### src/rtl/core/msmp_pkg.sv
// Package for the multi-source sum/mean/product combiner.
// Register indexes, combine modes, field widths and controller interface structs.
// No dependencies.
package msmp_pkg;

  localparam int MAX_SOURCES_DEFAULT = 8;

  localparam int IDX_FIELD_W = 3;
  localparam int VAL_W       = 32;
  localparam int CFG_IDX_W   = 2;
  localparam int CFG_DATA_W  = 4;
  localparam int USE_W       = 4;
  localparam int MODE_W      = 2;

  localparam logic [CFG_IDX_W-1:0] CFG_SOURCES_IN_USE = 2'd0;
  localparam logic [CFG_IDX_W-1:0] CFG_COMBINE_MODE   = 2'd1;
  localparam logic [CFG_IDX_W-1:0] CFG_NAN_FORCES_NAN = 2'd2;

  localparam logic [MODE_W-1:0] MODE_SUM     = 2'd0;
  localparam logic [MODE_W-1:0] MODE_MEAN    = 2'd1;
  localparam logic [MODE_W-1:0] MODE_PRODUCT = 2'd2;

  localparam logic [USE_W-1:0] SOURCES_IN_USE_RESET = 4'd1;

  typedef struct packed {
    logic wr;
    logic start;
    logic accum;
    logic mul_fix;
    logic next;
    logic div_start;
    logic div_step;
    logic load_out;
  } msmp_cmd_t;

  typedef struct packed {
    logic idx_ok;
    logic all_pub;
    logic used_zero;
    logic slot_nan_cur;
    logic mode_prod;
    logic mode_mean;
    logic walk_last;
    logic result_nan;
    logic div_done;
    logic out_free;
  } msmp_status_t;

endpackage

### src/rtl/core/msmp_ram.sv
// Generic single-write, single-read RAM with registered read data.
// No dependencies.
module msmp_ram #(
  parameter int WIDTH = 32,
  parameter int DEPTH = 8
) (
  input  logic                                   clk,
  input  logic                                   we,
  input  logic [(DEPTH > 1 ? $clog2(DEPTH) : 1)-1:0] waddr,
  input  logic [WIDTH-1:0]                       wdata,
  input  logic [(DEPTH > 1 ? $clog2(DEPTH) : 1)-1:0] raddr,
  output logic [WIDTH-1:0]                       rdata
);

  logic [WIDTH-1:0] mem [DEPTH];

  always_ff @(posedge clk) begin
    if (we) begin
      mem[waddr] <= wdata;
    end
    rdata <= mem[raddr];
  end

endmodule

### src/rtl/core/msmp_ctrl.sv
// Controller state machine for the combiner: sequences update, slot walk,
// divide and result load. Depends on msmp_pkg.
module msmp_ctrl (
  input  logic                  clk,
  input  logic                  rst,
  input  logic                  in_valid,
  output logic                  in_stall,
  input  msmp_pkg::msmp_status_t st,
  output msmp_pkg::msmp_cmd_t    cmd
);
  import msmp_pkg::*;

  typedef enum logic [7:0] {
    S_IDLE  = 8'b0000_0001,
    S_CHECK = 8'b0000_0010,
    S_RD    = 8'b0000_0100,
    S_ACC   = 8'b0000_1000,
    S_MUL2  = 8'b0001_0000,
    S_FIN   = 8'b0010_0000,
    S_DIV   = 8'b0100_0000,
    S_OUT   = 8'b1000_0000
  } state_t;

  state_t state, state_next;

  assign in_stall = (state != S_IDLE);

  always_comb begin
    state_next = state;
    cmd        = '0;
    unique case (state)
      S_IDLE: begin
        if (in_valid) begin
          cmd.wr     = 1'b1;
          state_next = S_CHECK;
        end
      end
      S_CHECK: begin
        if (!st.idx_ok || !st.all_pub) begin
          state_next = S_IDLE;
        end else begin
          cmd.start  = 1'b1;
          state_next = st.used_zero ? S_FIN : S_RD;
        end
      end
      S_RD: begin
        state_next = S_ACC;
      end
      S_ACC: begin
        cmd.accum = 1'b1;
        if (!st.slot_nan_cur && st.mode_prod) begin
          state_next = S_MUL2;
        end else if (st.walk_last) begin
          state_next = S_FIN;
        end else begin
          cmd.next   = 1'b1;
          state_next = S_RD;
        end
      end
      S_MUL2: begin
        cmd.mul_fix = 1'b1;
        if (st.walk_last) begin
          state_next = S_FIN;
        end else begin
          cmd.next   = 1'b1;
          state_next = S_RD;
        end
      end
      S_FIN: begin
        if (!st.result_nan && st.mode_mean) begin
          cmd.div_start = 1'b1;
          state_next    = S_DIV;
        end else begin
          state_next = S_OUT;
        end
      end
      S_DIV: begin
        if (st.div_done) begin
          state_next = S_OUT;
        end else begin
          cmd.div_step = 1'b1;
        end
      end
      S_OUT: begin
        if (st.out_free) begin
          cmd.load_out = 1'b1;
          state_next   = S_IDLE;
        end
      end
      default: begin
        state_next = S_IDLE;
      end
    endcase
  end

  always_ff @(posedge clk) begin
    if (rst) begin
      state <= S_IDLE;
    end else begin
      state <= state_next;
    end
  end

endmodule

### src/rtl/core/msmp_dp.sv
// Datapath for the combiner: configuration registers, slot store, accumulator,
// Q16.16 multiplier, serial divider and output register.
// Depends on msmp_pkg and msmp_ram.
module msmp_dp #(
  parameter int MAX_SOURCES = msmp_pkg::MAX_SOURCES_DEFAULT
) (
  input  logic                                   clk,
  input  logic                                   rst,
  input  logic                                   cfg_we,
  input  logic [msmp_pkg::CFG_IDX_W-1:0]         cfg_index,
  input  logic [msmp_pkg::CFG_DATA_W-1:0]        cfg_data,
  input  logic [msmp_pkg::IDX_FIELD_W-1:0]       source_index,
  input  logic signed [msmp_pkg::VAL_W-1:0]      reading_value,
  input  logic                                   reading_is_nan,
  input  msmp_pkg::msmp_cmd_t                    cmd,
  output msmp_pkg::msmp_status_t                 st,
  output logic                                   out_valid,
  input  logic                                   out_stall,
  output logic signed [msmp_pkg::VAL_W-1:0]      combined_value,
  output logic                                   combined_is_nan,
  output logic                                   combined_saturated
);
  import msmp_pkg::*;

  localparam int IDX_W  = (MAX_SOURCES > 1) ? $clog2(MAX_SOURCES) : 1;
  localparam int CNT_W  = $clog2(MAX_SOURCES + 1);
  localparam int ACC_W  = VAL_W + $clog2(MAX_SOURCES) + 1;
  localparam int DCNT_W = $clog2(ACC_W + 1);
  localparam logic signed [ACC_W-1:0] SUM_MAX = ACC_W'(64'sd2147483647);
  localparam logic signed [ACC_W-1:0] SUM_MIN = ACC_W'(-64'sd2147483648);
  localparam logic signed [ACC_W-1:0] Q_ONE   = ACC_W'(64'sd65536);

  logic [USE_W-1:0]    sources_in_use;
  logic [MODE_W-1:0]   combine_mode;
  logic                nan_forces_nan;

  logic [MAX_SOURCES-1:0] published;
  logic [MAX_SOURCES-1:0] slot_nan;
  logic [MAX_SOURCES-1:0] in_use;

  logic                   idx_ok;
  logic [CNT_W-1:0]       used;
  logic [IDX_W-1:0]       walk;
  logic [CNT_W-1:0]       count;
  logic                   any_nan;
  logic                   sat;
  logic signed [ACC_W-1:0] acc;
  logic signed [63:0]     prod;
  logic signed [63:0]     prod_sh;
  logic signed [VAL_W-1:0] rd_val;
  logic signed [VAL_W-1:0] acc32;

  logic [ACC_W-1:0]       quo;
  logic [CNT_W-1:0]       rem;
  logic [CNT_W:0]         rem_sh;
  logic [DCNT_W-1:0]      dcnt;

  logic signed [VAL_W-1:0] sum_clamped;
  logic                    sum_sat;
  logic [VAL_W-1:0]        mean_val;

  always_ff @(posedge clk) begin
    if (rst) begin
      sources_in_use <= SOURCES_IN_USE_RESET;
      combine_mode   <= MODE_SUM;
      nan_forces_nan <= 1'b0;
    end else if (cfg_we) begin
      unique case (cfg_index)
        CFG_SOURCES_IN_USE: sources_in_use <= cfg_data;
        CFG_COMBINE_MODE:   combine_mode   <= cfg_data[MODE_W-1:0];
        CFG_NAN_FORCES_NAN: nan_forces_nan <= cfg_data[0];
        default: ;
      endcase
    end
  end

  always_comb begin
    if (32'(sources_in_use) > MAX_SOURCES) begin
      used = CNT_W'(MAX_SOURCES);
    end else begin
      used = CNT_W'(sources_in_use);
    end
    for (int j = 0; j < MAX_SOURCES; j++) begin
      in_use[j] = (j < 32'(used));
    end
  end

  always_ff @(posedge clk) begin
    if (rst) begin
      published <= '0;
      slot_nan  <= '0;
    end else if (cmd.wr) begin
      for (int j = 0; j < MAX_SOURCES; j++) begin
        if (j == 32'(source_index)) begin
          published[j] <= 1'b1;
          slot_nan[j]  <= reading_is_nan;
        end
      end
    end
  end

  always_ff @(posedge clk) begin
    if (cmd.wr) begin
      idx_ok <= (32'(source_index) < MAX_SOURCES);
    end
  end

  msmp_ram #(
    .WIDTH (VAL_W),
    .DEPTH (MAX_SOURCES)
  ) u_slots (
    .clk   (clk),
    .we    (cmd.wr && (32'(source_index) < MAX_SOURCES)),
    .waddr (IDX_W'(source_index)),
    .wdata (reading_value),
    .raddr (walk),
    .rdata (rd_val)
  );

  assign acc32   = acc[VAL_W-1:0];
  assign prod_sh = prod >>> 16;

  always_ff @(posedge clk) begin
    if (cmd.start) begin
      walk    <= '0;
      count   <= '0;
      any_nan <= 1'b0;
      sat     <= 1'b0;
      acc     <= (combine_mode == MODE_PRODUCT) ? Q_ONE : '0;
    end else begin
      if (cmd.next) begin
        walk <= walk + 1'b1;
      end
      if (cmd.accum) begin
        if (slot_nan[walk]) begin
          any_nan <= 1'b1;
        end else begin
          count <= count + 1'b1;
          if (combine_mode == MODE_PRODUCT) begin
            prod <= acc32 * rd_val;
          end else begin
            acc <= acc + {{(ACC_W-VAL_W){rd_val[VAL_W-1]}}, rd_val};
          end
        end
      end
      if (cmd.mul_fix) begin
        if (prod_sh > 64'sd2147483647) begin
          acc <= SUM_MAX;
          sat <= 1'b1;
        end else if (prod_sh < -64'sd2147483648) begin
          acc <= SUM_MIN;
          sat <= 1'b1;
        end else begin
          acc <= ACC_W'(prod_sh);
        end
      end
    end
  end

  // restoring divide of |acc| by count, one quotient bit a cycle
  assign rem_sh = {rem, quo[ACC_W-1]};

  always_ff @(posedge clk) begin
    if (cmd.div_start) begin
      quo  <= acc[ACC_W-1] ? ACC_W'(-acc) : ACC_W'(acc);
      rem  <= '0;
      dcnt <= DCNT_W'(ACC_W);
    end else if (cmd.div_step) begin
      dcnt <= dcnt - 1'b1;
      if (rem_sh >= {1'b0, count}) begin
        rem <= CNT_W'(rem_sh - {1'b0, count});
        quo <= {quo[ACC_W-2:0], 1'b1};
      end else begin
        rem <= rem_sh[CNT_W-1:0];
        quo <= {quo[ACC_W-2:0], 1'b0};
      end
    end
  end

  always_comb begin
    sum_sat = 1'b1;
    if (acc > SUM_MAX) begin
      sum_clamped = SUM_MAX[VAL_W-1:0];
    end else if (acc < SUM_MIN) begin
      sum_clamped = SUM_MIN[VAL_W-1:0];
    end else begin
      sum_clamped = acc32;
      sum_sat     = 1'b0;
    end
    mean_val = acc[ACC_W-1] ? (~quo[VAL_W-1:0] + 1'b1) : quo[VAL_W-1:0];
  end

  always_ff @(posedge clk) begin
    if (rst) begin
      out_valid <= 1'b0;
    end else if (cmd.load_out) begin
      out_valid <= 1'b1;
    end else if (!out_stall) begin
      out_valid <= 1'b0;
    end
  end

  always_ff @(posedge clk) begin
    if (cmd.load_out) begin
      if (st.result_nan) begin
        combined_value     <= '0;
        combined_is_nan    <= 1'b1;
        combined_saturated <= 1'b0;
      end else begin
        combined_is_nan <= 1'b0;
        if (st.mode_mean) begin
          combined_value     <= mean_val;
          combined_saturated <= 1'b0;
        end else if (st.mode_prod) begin
          combined_value     <= acc32;
          combined_saturated <= sat;
        end else begin
          combined_value     <= sum_clamped;
          combined_saturated <= sum_sat;
        end
      end
    end
  end

  always_comb begin
    st.idx_ok       = idx_ok;
    st.all_pub      = &(published | ~in_use);
    st.used_zero    = (used == '0);
    st.slot_nan_cur = slot_nan[walk];
    st.mode_prod    = (combine_mode == MODE_PRODUCT);
    st.mode_mean    = (combine_mode == MODE_MEAN);
    st.walk_last    = (32'(walk) == 32'(used) - 32'd1);
    st.result_nan   = (any_nan && nan_forces_nan) || (count == '0);
    st.div_done     = (dcnt == '0);
    st.out_free     = !out_valid || !out_stall;
  end

endmodule

### src/rtl/core/multi_source_sum_mean_product.sv
// Top level of the multi-source sum/mean/product combiner.
// Depends on msmp_pkg, msmp_ctrl and msmp_dp.
//
// Keeps the latest Q16.16 reading of each sensor slot and, once every slot in
// use has published, answers each update with the sum, mean or product of the
// valid readings. Updates are taken one at a time: an update that yields no
// result ends after the check; otherwise a walk over the slots in use follows,
// each slot read and then accumulated (a non-NaN slot in product mode adds a
// rescale/clamp step after the multiply), then a finish step and the load of
// the output register. Mean adds a bit-serial divide before the load.
// The output register may hold a result while the next update is accepted.
// The configuration port is always ready; write it only while the block is idle.
module multi_source_sum_mean_product #(
  parameter int MAX_SOURCES = msmp_pkg::MAX_SOURCES_DEFAULT
) (
  input  logic                              clk,
  input  logic                              rst,
  input  logic                              cfg_valid,
  output logic                              cfg_ready,
  input  logic [msmp_pkg::CFG_IDX_W-1:0]    cfg_index,
  input  logic [msmp_pkg::CFG_DATA_W-1:0]   cfg_data,
  input  logic                              in_valid,
  output logic                              in_stall,
  input  logic [msmp_pkg::IDX_FIELD_W-1:0]  source_index,
  input  logic signed [msmp_pkg::VAL_W-1:0] reading_value,
  input  logic                              reading_is_nan,
  output logic                              out_valid,
  input  logic                              out_stall,
  output logic signed [msmp_pkg::VAL_W-1:0] combined_value,
  output logic                              combined_is_nan,
  output logic                              combined_saturated
);
  import msmp_pkg::*;

  msmp_cmd_t    cmd;
  msmp_status_t st;

  assign cfg_ready = 1'b1;

  msmp_ctrl u_ctrl (
    .clk      (clk),
    .rst      (rst),
    .in_valid (in_valid),
    .in_stall (in_stall),
    .st       (st),
    .cmd      (cmd)
  );

  msmp_dp #(
    .MAX_SOURCES (MAX_SOURCES)
  ) u_dp (
    .clk                (clk),
    .rst                (rst),
    .cfg_we             (cfg_valid && cfg_ready),
    .cfg_index          (cfg_index),
    .cfg_data           (cfg_data),
    .source_index       (source_index),
    .reading_value      (reading_value),
    .reading_is_nan     (reading_is_nan),
    .cmd                (cmd),
    .st                 (st),
    .out_valid          (out_valid),
    .out_stall          (out_stall),
    .combined_value     (combined_value),
    .combined_is_nan    (combined_is_nan),
    .combined_saturated (combined_saturated)
  );

endmodule

### config.mk
export PLATFORM = sky130hd
export DESIGN_NAME = multi_source_sum_mean_product
export DESIGN_NICKNAME = d
export VERILOG_FILES = /design/src/rtl/core/msmp_pkg.sv /design/src/rtl/core/msmp_ram.sv /design/src/rtl/core/msmp_ctrl.sv /design/src/rtl/core/msmp_dp.sv /design/src/rtl/core/multi_source_sum_mean_product.sv
export SDC_FILE = /design/constraint.sdc
export NUM_CORES = 2
export LEC_CHECK = 0
export ABC_AREA = 1
export ABC_CLOCK_PERIOD_IN_PS = 10550
export BUFFER_PORTS_ARGS = -buffer_cell sky130_fd_sc_hd__buf_2
export CAP_MARGIN = 20
export CORE_ASPECT_RATIO = 1.75
export CORE_UTILIZATION = 38
export CTS_BUF_LIST = sky130_fd_sc_hd__clkbuf_2
export DETAILED_ROUTE_END_ITERATION = 12
export GPL_ROUTABILITY_DRIVEN = 1
export PLACE_DENSITY = 0.51
export SYNTH_ARGS = -nofsm -noshare
export SYNTH_HDL_FRONTEND = slang
export SYNTH_SLANG_ARGS = --single-unit
export TNS_END_PERCENT = 50
### constraint.sdc
create_clock -name clk -period 10.55 [get_ports clk]
set_input_delay 0.5275 -clock clk [delete_from_list [all_inputs] [get_ports clk]]
set_output_delay 0.5275 -clock clk [all_outputs]
set_load 0.05 [all_outputs]
==> out/metrics.cfg <==
[status]
outcome = completed

[routing]
wirelength_mm = 222
drt_iter0_markers = 2851
drtPass1Iterations = 5
wl_per_cell_um = 22.3
drc = 0
antenna_left = 0
route.vias.total = 49612
vias_per_cell = 5.00

[final_layout]
area.growth.synth_to_final_pct = 8.29
nNetsFinal = 8993
final_layout_size_suffix_gt1_frac = 0.0650

[hold_path]
hp-start = in_valid
hold_path_end = u_dp.slot_nan[5]
whs_path_depth = 6
min_path_type = in2reg

[setup_path]
setup.worst_path.end_class = flop
crit_chain = buf_4 -> nand2_1 -> fa_1 -> fa_1 -> fa_1 -> fa_1 -> inv_1 -> fa_1 -> fa_1 -> fa_1 -> inv_1 -> fa_1 -> inv_1 -> ha_1 -> a21oi_1 -> o21ai_0 -> a21oi_1 -> o21ai_0 -> inv_1 -> nand2_1 -> nand2_1 -> nand3_1 -> nand2_1
worst_path_most_repeated_cell = fa_1
worstPathRequired_ns = 11.73
cp_max_fo = 17
reg2reg_to = u_dp.prod[38]
reg2reg_depth = 23
critPathLaunchType = flop
cpMaxStageDelayCell = edfxtp_1
critPathTopFamily = adder cells
cp.buffers_inverters = 5
crit_type = reg2reg
cp_data_arrival_time_ns = 9.89
max_stage_delay_ns = 1.12
rr_startpoint = u_dp.acc[18]
r2r_slack_ns = 1.84

[clock_network]
cts.sinks = 493
cts_tree = yes
cts-root-buf = clkbuf_2
path_clk_slew_ns = 0.13
htree_levels = 3
clock_latency_ns = 1.56
cts_buffers = 120
cts_buffer_depth = 3
post_cts_resized = 0

[timing]
fin_setup_tns_ns = 0
finalHoldViolCount = 0
rsz0062_at_grt = no
fmax_mhz = 115
drv_slew = 0
tightest_slew_ns = 1.19
setup_viol = 0
max_slew_margin = 0.204
fin_ws_ns = 1.84
finalCritPeriodShare = 0.826
fin_skew_ns = 0.235
fin_crit_ns = 8.71

[synthesis]
synth-edff-count = 410
yosysWarnings = 0
synth_area_leaders = fa_1 (35%), edfxtp_1 (20%), inv_1 (12%), nand2_1 (10%), ha_1 (4.6%)
syn_area_mm2 = 0.0624
syn_nets = 8865
synth_top_area_frac = 0.348
ys_async_sr_fraction = 0
synth_top_flop_cell = edfxtp_1
synth-seq-cells = 493
synth_area_leader_cell = fa_1
syn_inst = 7505
synth-seq-area-share = 0.224
synth.distinct_cells = 61
yosysMostFrequentCell = inv_1
syn_area_per_cell_um2 = 8.31
synth_commonest_cells = inv_1 (1930), nand2_1 (1703), fa_1 (1083), nor2_1 (641), edfxtp_1 (410)

[place]
numPortBuffers = 82
hpwl_mm = 179
gp_congestion = 1.03
dpl_worst_slack_ns = 1.81

[run]
cap_viol_max_count = 0

[global_route]
antenna_found_initial = 9
grt_pass1_vias = 53105
grt_usage = 0.273
overflow = 0
grt_max_degree = 82
grt_pass1_wl_mm = 330

[floorplan]
fp.dieH_um = 538
die_area_mm2 = 0.166
core_mm2 = 0.163
start_util = 0.383
io_pins = 84
die_w_um = 308
rows = 196

-- layer usage --
layer,global-route usage,up-vias,share of wire
li1,-,22525,-
met1,0.268,24858,0.32
met2,0.515,1564,0.54
met3,0.0340,665,0.043
met4,0.215,0,0.093
met5,0,-,0
-- metrics by stage --
| stage | area (um2) | std cells | utilization | hold WS, ns |
|---|---|---|---|---|
| 2_1_floorplan | 62400 | 7505 | - | 0.424 |
| 3_3_place_gp | 65200 | 9573 | 0.400 | 0.445 |
| 3_5_place_dp | 65200 | 9573 | 0.400 | 0.450 |
| 4_1_cts | 67500 | 9910 | 0.414 | 0.0370 |
| 5_1_grt | 67500 | 9917 | 0.415 | 0.115 |
| 6_report | 67500 | 9924 | 0.415 | 0.212 |
-- cell families after synthesis --
kind of cell	Yosys count	synth area share
compound gates	685	0.0603
xor+xnor	73	0.0103
fa+ha+maj	1313	0.394
buf+inv	2263	0.138
flops	493	0.224
other cells	1	0.0000601
simple gates	2677	0.173
-- flip-flops by register name (all words and copies together), names as in the netlist --
signal	count
u_dp.nan_forces_nan	1
u_dp.combined_saturated	1
u_dp.count	4
u_dp.prod	48
u_dp.dcnt	6
u_ctrl.state	8
u_dp.combined_is_nan	1
u_dp.combined_value	32
u_dp.acc	36
u_dp.published	8
u_dp.slot_nan	8
u_dp.any_nan	1
u_dp.quo	36
u_dp.sources_in_use	4
u_dp.u_slots.rdata	32
u_dp.walk	3
u_dp.rem	4
u_dp.sat	1
u_dp.u_slots.mem	256
u_dp.combine_mode	2
u_dp.out_valid	1
-- timing repair --
action,in CTS,in global routing
hold buffers,114,0
endpoints found under the hold margin,471,0
buffers inserted,0,0
setup endpoints to repair,0,0
-- layout by cell type, fill, tap and decap left out, types with 14 or more instances in the layout --
master / count
inv_1: 1924
nand2_1: 1703
fa_1: 1083
nor2_1: 638
edfxtp_1: 410
o21ai_0: 310
ha_1: 230
a21oi_1: 194
clkbuf_2: 178
nand3_1: 171
buf_4: 125
dlygate4sd3_1: 114
buf_2: 82
dfxtp_1: 79
xor2_1: 63
a31oi_1: 49
nand4_1: 40
nor3_1: 36
o22ai_1: 36
clkinv_1: 29
o21ai_1: 21
o21bai_1: 20
inv_2: 16
nor4_1: 14
-- tightest hold or removal path, delay by kind of cell --
| kind | cells | cell delay [ns] |
|---|---|---|
| compound gates | 1 | 0.08 |
| buf+inv | 2 | 0.66 |
| simple gates | 3 | 0.30 |
-- final cells by class --
class,instances,area [um2]
Clock inverter,45,260
Multi-Input combinational cell,4749,39800
Fill cell,16786,95300
Sequential cell,493,14000
Tap cell,2178,2730
Timing Repair Buffer,324,2550
Clock buffer,178,891
Inverter,1945,7300
Antenna cell,12,30.0
-- how the worst max path moves through the flow --
stage	start	cells after the start	slack, ns	to
finish	u_dp.acc[18]	23	1.84	u_dp.prod[38]
global route	u_dp.acc[31]	26	1.23	u_dp.prod[52]
CTS	u_dp.acc[31]	26	1.71	u_dp.prod[52]
detailed placement	u_dp.acc[31]	26	1.81	u_dp.prod[52]
global placement	u_dp.acc[31]	25	1.93	u_dp.prod[62]
floorplan	u_dp.acc[31]	29	2.94	u_dp.prod[63]
Power is left out: the tool's default activity adds up to more than one toggle a clock period on the data nets, which glitch-free logic cannot reach.
